==> src/design/rtt_pkg.sv <==
// Shared codes, widths and types of the region transition tally.
`default_nettype none
package rtt_pkg;

    localparam int KIND_W  = 3;
    localparam int IDX_W   = 6;
    localparam int AIR_W   = 8;
    localparam int VALUE_W = 32;

    // item kinds
    localparam logic [KIND_W-1:0] KIND_SEGMENT    = 3'd0;
    localparam logic [KIND_W-1:0] KIND_MISS       = 3'd1;
    localparam logic [KIND_W-1:0] KIND_READ_LEAVE = 3'd2;
    localparam logic [KIND_W-1:0] KIND_READ_ICPT  = 3'd3;
    localparam logic [KIND_W-1:0] KIND_READ_MISS  = 3'd4;

    // medium codes
    localparam logic [AIR_W-1:0] MED_REGION   = 8'd0;
    localparam logic [AIR_W-1:0] MED_EXTERIOR = 8'd1;
    localparam logic [AIR_W-1:0] MED_ENGINE   = 8'd5;

    // what the medium tracker decides for one segment
    typedef struct packed {
        logic             tally;
        logic             no_source;
        logic [IDX_W-1:0] src;
    } t_decision;

endpackage
`default_nettype wire

==> src/design/rtt_medium.sv <==
// Medium tracker: current medium and source region of the ray in flight.
`default_nettype none
module rtt_medium #(
    parameter int REGIONS = 64
) (
    input  wire                          i_clk,
    input  wire                          i_rst_n,
    input  wire                          i_step,
    input  wire                          i_new_ray,
    input  wire                          i_is_region,
    input  wire [rtt_pkg::IDX_W-1:0]     i_region_index,
    input  wire [rtt_pkg::AIR_W-1:0]     i_air_code,
    output rtt_pkg::t_decision           o_dec
);

    logic [rtt_pkg::AIR_W-1:0] r_medium, n_medium;
    logic                      r_src_valid, n_src_valid;
    logic [rtt_pkg::IDX_W-1:0] r_src_idx, n_src_idx;

    logic [rtt_pkg::AIR_W-1:0] eff_medium;
    logic                      eff_valid;
    logic [rtt_pkg::IDX_W-1:0] eff_idx;
    logic                      from_engine;
    logic                      both_in_range;

    always_comb begin
        // a new ray starts in exterior air with no source
        eff_medium    = i_new_ray ? rtt_pkg::MED_EXTERIOR : r_medium;
        eff_valid     = i_new_ray ? 1'b0 : r_src_valid;
        eff_idx       = i_new_ray ? '0 : r_src_idx;
        from_engine   = (eff_medium == rtt_pkg::MED_ENGINE);
        both_in_range = (32'(eff_idx) < REGIONS) && (32'(i_region_index) < REGIONS);

        o_dec.tally     = i_is_region && from_engine && eff_valid && both_in_range;
        o_dec.no_source = i_is_region && from_engine && !eff_valid;
        o_dec.src       = o_dec.tally ? eff_idx : '0;

        n_medium    = eff_medium;
        n_src_valid = eff_valid;
        n_src_idx   = eff_idx;
        if (i_is_region) begin
            n_medium    = rtt_pkg::MED_REGION;
            n_src_valid = 1'b1;
            n_src_idx   = i_region_index;
        end else if (!from_engine) begin
            n_medium = i_air_code;
        end
    end

    always_ff @(posedge i_clk) begin
        if (!i_rst_n) begin
            r_medium    <= rtt_pkg::MED_EXTERIOR;
            r_src_valid <= 1'b0;
            r_src_idx   <= '0;
        end else if (i_step) begin
            r_medium    <= n_medium;
            r_src_valid <= n_src_valid;
            r_src_idx   <= n_src_idx;
        end
    end

endmodule
`default_nettype wire

==> config.mk <==
export PLATFORM = sky130hd
export DESIGN_NAME = rtt_medium
export DESIGN_NICKNAME = d
export VERILOG_FILES = /design/src/design/rtt_pkg.sv /design/src/design/rtt_medium.sv
export SDC_FILE = /design/constraint.sdc
export NUM_CORES = 1
export LEC_CHECK = 0
export BUFFER_PORTS_ARGS = -buffer_cell sky130_fd_sc_hd__buf_2
export CORE_MARGIN = 2
export CORE_UTILIZATION = 48
export DETAILED_ROUTE_END_ITERATION = 16
export GPL_ROUTABILITY_DRIVEN = 0
export GPL_TIMING_DRIVEN = 1
export PLACE_DENSITY_LB_ADDON = 0.25
export REMOVE_ABC_BUFFERS = 1
export SYNTH_ARGS = -nofsm -noshare
export SYNTH_HDL_FRONTEND = slang
export SYNTH_SLANG_ARGS = --single-unit
==> constraint.sdc <==
create_clock -name i_clk -period 3.35 [get_ports i_clk]
set_input_delay 0.5025 -clock i_clk [delete_from_list [all_inputs] [get_ports i_clk]]
set_output_delay 0.5025 -clock i_clk [all_outputs]
set_load 0.1 [all_outputs]
# --- Word-level counts from Yosys, hierarchy flattened ---
# Cells that the tools add are included.
totals:
  regBits: 15
  in_bits: 19
  output_inout_bits: 8
  wordCells: 16
op_classes:
  eq_ne: 1
  muxes: 8
  reduce_logical: 4
op_table:
  columns: ["operator", "n"]
  rows:
  - ["2-to-1 mux 8 bit", 3]
  - ["2-to-1 mux 6 bit", 3]
  - ["equality test 8 x 3 -> 1 bit (second input constant)", 1]
  - ["logical AND 1 bit", 3]
  - ["2-to-1 mux 1 bit", 2]
  - ["zero test 1 bit", 1]

# --- Longest topological paths before layout ---
# Gate-level depths: netlist of the first run.
logic_depth:
  word_depth: 5
  mapped_depth: 4
  ltp_nobuf: 3

# --- Worst setup path before layout of the first run ---
# OpenSTA, ideal clock, no wires.
synth_path:
  path_kind: "input to output"
  startpoint: "input port i_new_ray"
  endpoint: "output port o_dec[6] (netlist name)"
  arrival_ns: 2.143
  t_required_ns: 2.847
  slack_ns: 0.704
  stages: 3
  path_buffers: 0
  cell_sequence: "nor4_4 > nand3_1 > nor2_1"
synth_rtl:
  columns: ["element", "line_no", "text"]
  rows:
  - ["start, declared", "rtt_medium.sv:9", "input wire i_new_ray,"]
  - ["end, declared", "rtt_medium.sv:13", "output rtt_pkg::t_decision o_dec"]

==> summary.txt, run 1 <==
Timing
  – Final Critical Period: 2.42 ns
  – Final period utilization: 72.2%
  – Final Slew Violations: 0
  – Setup TNS: 0 ns
  – Worst-margin pin slew: 0.699 ns
  – Hold Violations, Final: 0
  – Final setup fails: 0
  – RSZ-0062 raised after global routing: false
  – Max_slew headroom: 52.9%
  – FMAX: 0.413 GHz
  – Worst setup margin: 0.931 ns
  – Final clock skew: 0.00125 ns

Clock tree
  – H-Tree Depth: 1
  – Hold_buf cts: 0
  – CTS root buf: clkbuf_4
  – # clock sinks: 15
  – Reg clk slew, reported paths: 0.09 ns
  – Setup Fix Bufs, Post-CTS: 0
  – Bufs on Longest Clock Path: 2
  – Post_cts resized: 0
  – Clock latency at the later pin of the worst-skew pair: 0.29 ns
  – Inserted Clock Buffers: 3
  – CTS tree: built

Yosys
  – Simple-Gate Fraction of Synth Area: 25.1%
  – Xor and xnor area share after synthesis: 0%
  – Mapped cell area: 643 um2
  – Mux cell area share after synthesis: 0%
  – Adder-cell share of the synthesized area: 0%
  – Post-synthesis compound-gate area fraction: 24.7%
  – Seq cells post-synth: 15
  – Synth cell types: 25
  – Sequential-to-total area share from yosys stat: 46.7%
  – Syn. warnings: 0
  – Largest family of logic cells by synthesized area: simple AND/OR/NAND/NOR gates
  – Mean Syn Cell Area: 9.89 um2
  – Synthesized instance count: 65

Global route
  – Met2 Use GR: 28.6%
  – Met3 usage: 6.67%
  – Pin count of the biggest net entering global routing: 11
  – Vias in the first global route: 440
  – Total GRT Usage: 17.8%
  – Initial antenna violation count: 0
  – GR Layer Usage met1: 20.1%
  – Grt ovf: 0
  – Most used routing layer: met2
  – First-pass GRT wire length: 1.83 mm

Critical path
  – Worst Setup End Kind: output pin
  – R2R Setup Slk: 2.05 ns
  – Critical path launch point type: register
  – Reg2reg start: r_medium[3]
  – Arrival time worst endpoint: 1.92 ns
  – CP Data Required Time: 2.85 ns
  – Crit path kind: register to output pin
  – R2r worst-path depth: 3
  – Peak fanout along the critical path: 7
  – Reg-to-Reg End: r_medium[2]

Power and ir drop
  – Peak VDD IR: 0.261 mV
  – Clk network pwr share: 30.7%
  – P per Cell Area: 420 mW/mm2
  – Sw Ratio: 25.9%
  – Static Leak: 0.379 nW
  – Psw: 0.0880 mW
  – Flop pwr share: 56.5%
  – Combinational Power Share: 12.7%
  – Cell internal pwr: 0.251 mW
  – Total power draw: 0.339 mW

Routing
  – Residual DRC: 0
  – Vias per cell: 5.44
  – Total Routed Length: 1.30 mm
  – DRT Pass-1 Iters: 4
  – Final ANT Viol Nets: 0
  – Via count: 588
  – Initial drt markers: 8
  – Avg WL per Cell: 12.0 um

Cells and area
  – Share of layout cells above drive strength 1: 37.6%
  – Synth-to-layout area growth: 25.7%
  – # nets final: 113
  – Fillcell total: 112
  – # diodes: 0

Placement
  – I/O Buffers: 26
  – Dpl ws: 1.04 ns
  – HPWL after DPL: 1.04 mm

Die
  – # IOs: 27
  – Rows: 13
  – Die area: 0.00165 mm2
  – Core ar.: 0.00127 mm2
  – Die height: 40.6 um
  – Die Width: 40.6 um
  – Initial Util: 50.7%

Hold path
  – Sink of the worst hold path: r_medium[7]
  – Hold/Removal Path Class: input port to register
  – Hold path startpoint: i_air_code[7]
  – Hold path cells: 2

Status
  – Status: completed

Job
  – Max Cap Violations: 0
final cells by class:
class                   count  area, um2  area share [%]
clock inverters             1       5.00           0.619
multi-input cells          45        320            39.6
flip-flops and latches     15        300            37.2
repair buffers             26        130            16.1
well taps                  15       18.8            2.32
clock buffers               3       22.5            2.79
inverters                   3       11.3            1.39
layout by cell type, fill, tap and decap left out, types with 2 or more instances in the layout:
cell / n
dfxtp_1: 15
and2_1: 7
inv_1: 2
a22o_1: 5
clkbuf_4: 3
o21ai_0: 2
a22oi_1: 6
nor2_1: 10
buf_2: 26
power groups by stage:
stage	Sequential (mW)	Combinational, mW	Clock [mW]
6_report	0.192	0.0432	0.104
5_1_grt	0.193	0.0481	0.115
4_1_cts	0.192	0.0436	0.106
3_5_place_dp	0.196	0.0435	0
3_3_place_gp	0.195	0.0424	0
2_1_floorplan	0.195	0.0264	0
synthesized netlist by cell type:
library cell	count	area, um2
a22oi_1	6	45.0
nand2b_1	1	6.26
nand2_1	1	3.75
a22o_1	5	43.8
and4_1	1	8.76
o21ai_0	2	10.0
and2_1	7	43.8
dfxtp_1	15	300
nor2b_1	1	6.26
a31oi_1	1	6.26
a22o_2	1	10.0
clkbuf_1	1	3.75
nor3b_2	1	12.5
and3b_1	1	8.76
nand3_1	1	5.00
a311oi_2	1	15.0
and2b_1	1	7.51
inv_1	2	7.51
a2111oi_2	1	15.0
nor4_4	1	21.3
buf_4	1	7.51
a21oi_1	1	5.00
clkinv_1	1	3.75
o221ai_1	1	8.76
nor2_1	10	37.5
sequential cells by signal (all words and copies together), names as in the netlist:
register and count:
r_medium 8, r_src_valid 1, r_src_idx 6
routing by layer:
layer,vias up,part of all wire (%)
met1,265,42
met5,-,0
met2,24,49
li1,297,-
met4,0,1.1
met3,2,7.7
cells by family (layout without fill, tap and decap cells):
family	after synthesis	count (layout)
flops	15	15
compound gates	19	19
buf+inv	5	33
simple gates	26	26
critical path, cell delays in order, from the launching register on:
cell and delay (ns):
dfxtp_1 0.34, nor4_4 0.36, and4_1 0.35, and2_1 0.16
buf_2 0.42
metrics by stage:
stage	utilization, %	instances	area [um2]	hold WS [ns]
final	63.7	108	808	0.417
after floorplan	-	63	632	0.442
after global placement	61.5	104	781	0.455
after CTS	63.7	108	808	0.412
after global routing	63.7	108	808	0.410
after detailed placement	61.5	104	781	0.463
how the worst max path moves through the flow:
stage / from / to / cells after the start
floorplan: i_new_ray / o_dec[0] / 3
global placement: i_new_ray / o_dec[0] / 5
detailed placement: i_new_ray / o_dec[1] / 5
CTS: r_medium[3] / o_dec[1] / 4
global route: r_medium[3] / o_dec[1] / 4
finish: r_medium[3] / o_dec[1] / 4
Power figures use the tool's default switching activity.
==> run 2: changes to the inputs <==
- CORE_UTILIZATION: 48 -> 44
- clock period: 3.35 -> 2.5 ns (I/O delays scaled with it)
==> run 2 against run 1 <==
Effect of this change:
- sequential share of layout area increased by 0.058 points
- power increased by 34%
- critical path depth unchanged
- critical path type unchanged
- largest cell class unchanged
==> summary.txt, run 2 (synthesized netlist as in run 1, its figures left out) <==
Status
  – Status: completed

Cells and area
  – Largest Register: r_medium
  – Biggest regs: r_medium (8), r_src_idx (6), r_src_valid (1)
  – Number of flip-flops in the largest register: 8 (unchanged)
  – Share of layout cells above drive strength 1: 36.6% (-1.1 points)
  – Finished Layout Cells: 108 (unchanged)
  – # diodes: 0 (unchanged)
  – Most common cell after layout, fill and taps aside: buf_2
  – Most frequent cells in the layout: 26 x buf_2, 15 x dfxtp_1, 10 x nor2_1, 7 x and2_1, 6 x a22oi_1
  – Synth-to-layout area growth: 25.5%
  – # nets final: 113 (unchanged)

Clock tree
  – CTS root buf: clkbuf_4
  – H-Tree Depth: 1 (unchanged)
  – Post_cts resized: 0 (unchanged)
  – Setup Fix Bufs, Post-CTS: 0 (unchanged)
  – # clock sinks: 15 (unchanged)
  – Inserted Clock Buffers: 3 (unchanged)
  – Hold_buf cts: 0 (unchanged)
  – CTS tree: built
  – Reg clk slew, reported paths: 0.09 ns (about the same)
  – Bufs on Longest Clock Path: 2 (unchanged)
  – Clock latency at the later pin of the worst-skew pair: 0.29 ns (about the same)

Timing
  – Hold Violations, Final: 0 (unchanged)
  – Final Critical Period: 2.30 ns
  – Max_slew headroom: 54.7% (+1.8 points)
  – Final clock skew: 0.00334 ns (+0.00209 ns)
  – Final period utilization: 92.1%
  – Worst-margin pin slew: 0.673 ns (-0.0265 ns)
  – Final setup fails: 0 (unchanged)
  – Worst setup margin: 0.197 ns (-0.734 ns)
  – FMAX: 0.434 GHz
  – RSZ-0062 raised after global routing: false
  – Setup TNS: 0 ns (unchanged)
  – Final Slew Violations: 0 (unchanged)

Critical path
  – Crit path kind: register to output pin
  – R2r worst-path depth: 3 (unchanged)
  – Reg-to-Reg End: r_medium[3]
  – CP delay by family, top: simple AND/OR/NAND/NOR gates
  – Reg2reg start: r_medium[3]
  – R2R Setup Slk: 1.22 ns (-0.83 ns)
  – Arrival time worst endpoint: 1.93 ns (about the same)
  – CP Cell Sequence: nor4_4 > and4_1 > and2_1 > buf_2
  – Slowest stage cell, crit path: buf_2
  – Buf/Inv on CP: 1 (unchanged)
  – Peak fanout along the critical path: 7 (unchanged)
  – CP Data Required Time: 2.12 ns (-0.73 ns)
  – Critical path launch point type: register
  – CP max stage delay: 0.42 ns (about the same)
  – Worst Setup End Kind: output pin

Die
  – Die height: 42.2 um (+4.0%)
  – Die Width: 42.2 um (+4.0%)
  – # IOs: 27 (unchanged)
  – Initial Util: 48.2% (-2.5 points)
  – Core ar.: 0.00133 mm2 (+5.1%)
  – Die area: 0.00178 mm2 (+8.2%)
  – Rows: 13 (unchanged)

Routing
  – Initial drt markers: 10 (+2)
  – Vias per cell: 5.21 (-4.3%)
  – DRT Pass-1 Iters: 4 (unchanged)
  – Via count: 563 (-4.3%)
  – Residual DRC: 0 (unchanged)
  – Total Routed Length: 1.34 mm (+3.4%)
  – Avg WL per Cell: 12.4 um (+3.4%)
  – Final ANT Viol Nets: 0 (unchanged)

Global route
  – Grt ovf: 0 (unchanged)
  – First-pass GRT wire length: 2.13 mm (+17%)
  – Total GRT Usage: 15.7% (-2.2 points)
  – Pin count of the biggest net entering global routing: 11 (unchanged)
  – Vias in the first global route: 501 (+14%)
  – Initial antenna violation count: 0 (unchanged)

Placement
  – Dpl ws: 0.448 ns (-0.594 ns)
  – Placed insts: 104 (unchanged)
  – HPWL after DPL: 1.03 mm (-0.89%)
  – I/O Buffers: 26 (unchanged)

Hold path
  – Hold/Removal Path Class: input port to register
  – Hold path startpoint: i_air_code[7]
  – Hold path cells: 2 (unchanged)
  – Sink of the worst hold path: r_medium[7]

Power and ir drop
  – Peak VDD IR: 0.362 mV (+39%)
  – Static Leak: 0.376 nW (-0.72%)
  – P per Cell Area: 565 mW/mm2 (+35%)

Job
  – Max Cap Violations: 0 (unchanged)
[run 2: where the power goes]
| group | switching, mW | internal, mW |
|---|---|---|
| Clock | 0.0788 | 0.0622 |
| Sequential | 0.00659 | 0.250 |
| Combinational | 0.0311 | 0.0272 |
[run 2: layout make-up]
type                       instances  area, um2
clock buffer                       4       26.3
fill                             124        527
inverter                           3       11.3
multi-input combinational         45        320
sequential                        15        300
tap                               15       18.8
timing repair buffer              26        130
[run 2: worst register-to-register path, stage by stage, from the launching register on]
cell	delay, ns
dfxtp_1	0.34
nor4_4	0.35
a311oi_2	0.24
a22o_2	0.25
[run 2: worst max path at each step]
stage | start | to | cells after the start
floorplan | r_medium[3] | o_dec[0] | 3
global placement | i_new_ray | o_dec[1] | 5
detailed placement | i_new_ray | o_dec[4] | 5
CTS | r_medium[3] | o_dec[4] | 4
global route | r_medium[3] | o_dec[4] | 4
finish | r_medium[3] | o_dec[4] | 4
[run 2: metrics by stage]
step	total power, mW	hold slack (ns)	utilization [%]	area [um2]
6_report	0.456	0.283	60.5	807
5_1_grt	0.473	0.287	60.5	807
4_1_cts	0.459	0.286	60.5	807
3_3_place_gp	0.319	0.455	58.5	781
3_5_place_dp	0.321	0.466	58.5	781
2_1_floorplan	0.296	0.442	-	632
[run 2: per-layer routing]
layer,GRT usage (%),vias up,routed length [um]
met3,3.02,5,86
met1,19.9,247,610
met5,0,-,0
met4,9.38,0,38
li1,-,291,-
met2,24.3,20,604
==> run 3: changes to the inputs <==
- RECOVER_POWER: default -> 100
==> run 3 against run 2 <==
Effect of this change:
- sequential cell count unchanged
- die area unchanged
- critical path type unchanged
- worst hold slack better by 0.0017 ns
==> summary.txt, run 3 (synthesized netlist as in run 1, its figures left out) <==
Status
  – Status: completed

Routing
  – Final ANT Viol Nets: 0 (unchanged)
  – Total Routed Length: 1.34 mm (-0.22%)
  – Avg WL per Cell: 12.4 um (-0.22%)
  – Via count: 572 (+1.6%)
  – Vias per cell: 5.30 (+1.6%)
  – Residual DRC: 0 (unchanged)
  – DRT Pass-1 Iters: 4 (unchanged)
  – Initial drt markers: 6 (-4)

Clock tree
  – Post_cts resized: 0 (unchanged)
  – CTS tree: built
  – Reg clk slew, reported paths: 0.08 ns (about the same)
  – # clock sinks: 15 (unchanged)
  – Clock latency at the later pin of the worst-skew pair: 0.29 ns (about the same)
  – Bufs on Longest Clock Path: 2 (unchanged)
  – Inserted Clock Buffers: 3 (unchanged)
  – H-Tree Depth: 1 (unchanged)
  – Hold_buf cts: 0 (unchanged)
  – Setup Fix Bufs, Post-CTS: 0 (unchanged)
  – CTS root buf: clkbuf_4

Placement
  – Dpl ws: 0.448 ns (unchanged)
  – I/O Buffers: 26 (unchanged)
  – Placed insts: 104 (unchanged)
  – HPWL after DPL: 1.03 mm (unchanged)

Power and ir drop
  – Static Leak: 0.363 nW (-3.5%)
  – P per Cell Area: 570 mW/mm2 (+0.80%)
  – Total power draw: 0.452 mW (-0.92%)
  – Peak VDD IR: 0.361 mV (-0.35%)

Timing
  – Final clock skew: 0.00206 ns (-0.00128 ns)
  – Worst setup margin: 0.197 ns (-0.000513 ns)
  – Final Slew Violations: 0 (unchanged)
  – Hold_ws: 0.285 ns (+0.00167 ns)
  – FMAX: 0.434 GHz (about the same)
  – Final Critical Period: 2.30 ns (+0.000513 ns)
  – Final period utilization: 92.1% (about the same)
  – Worst-margin pin slew: 0.806 ns (+0.134 ns)
  – Setup TNS: 0 ns (unchanged)
  – RSZ-0062 raised after global routing: false
  – Max_slew headroom: 45.9% (-8.8 points)
  – Final setup fails: 0 (unchanged)
  – Hold Violations, Final: 0 (unchanged)

Die
  – Die Width: 42.2 um (unchanged)
  – Die area: 0.00178 mm2 (unchanged)
  – Rows: 13 (unchanged)
  – Core ar.: 0.00133 mm2 (unchanged)
  – Die height: 42.2 um (unchanged)
  – # IOs: 27 (unchanged)
  – Initial Util: 48.2% (unchanged)

Global route
  – First-pass GRT wire length: 2.13 mm (unchanged)
  – Pin count of the biggest net entering global routing: 11 (unchanged)
  – Initial antenna violation count: 0 (unchanged)
  – Grt ovf: 0 (unchanged)
  – Total GRT Usage: 15.7% (unchanged)
  – Vias in the first global route: 501 (unchanged)

Critical path
  – Worst Setup End Kind: output pin
  – CP Data Required Time: 2.12 ns (about the same)
  – Arrival time worst endpoint: 1.93 ns (about the same)
  – Peak fanout along the critical path: 7 (unchanged)
  – Crit path kind: register to output pin
  – R2r worst-path depth: 3 (unchanged)
  – Critical path launch point type: register

Hold path
  – Hold/Removal Path Class: input port to register
  – Hold path cells: 2 (unchanged)

Cells and area
  – # diodes: 0 (unchanged)
  – Largest Register: r_medium
  – Finished Layout Cells: 108 (unchanged)
  – Synth-to-layout area growth: 23.3%
  – Most frequent cells in the layout: 17 x buf_2, 15 x dfxtp_1, 10 x nor2_1, 8 x clkbuf_2
  – Number of flip-flops in the largest register: 8 (unchanged)
  – Most common cell after layout, fill and taps aside: buf_2
  – Biggest regs: r_medium (8), r_src_idx (6), r_src_valid (1)
  – # nets final: 113 (unchanged)
  – Share of layout cells above drive strength 1: 33.3% (-3.2 points)

Job
  – Max Cap Violations: 0 (unchanged)
[run 3: cell type report]
class / count / area, um2
Fill cell: 128 / 541
Tap cell: 15 / 18.8
Timing Repair Buffer: 26 / 129
Sequential cell: 15 / 300
Inverter: 3 / 11.3
Clock buffer: 4 / 26.3
Multi-Input combinational cell: 45 / 308
[run 3: metal layers]
metal	part of all wire (%)	track usage (%)	up-vias	wire [um]
met5	0	0	-	0
met4	2.8	9.38	0	38
met3	6.2	3.02	5	83
met2	45	24.3	20	604
met1	46	19.9	255	610
li1	-	-	292	-
[run 3: path summary, 6_finish.rpt]
| path | start | slack, ns | endpoint |
|---|---|---|---|
| max reg2reg | r_medium[1] | 1.01 | r_medium[3] |
| min | i_air_code[7] | 0.28 | r_medium[7] |
| max | r_medium[3] | 0.20 | o_dec[4] |
| min reg2reg | r_medium[1] | 0.49 | r_medium[1] |
[run 3: worst max-delay path, cell delays in order, from the launching register on]
cell      delay, ns
dfxtp_1        0.34
nor4_4         0.33
and4_1         0.35
and2_1         0.16
clkbuf_2       0.45
[run 3: metrics by stage]
stage | area [um2] | utilization, %
after floorplan | 632 | -
after global placement | 781 | 58.5
after detailed placement | 781 | 58.5
after CTS | 807 | 60.5
after global routing | 793 | 59.5
final | 793 | 59.5
[run 3: power breakdown]
group	switching, mW	internal (mW)
registers	0.00668	0.250
logic	0.0291	0.0259
clock network	0.0778	0.0622
total	0.114	0.338
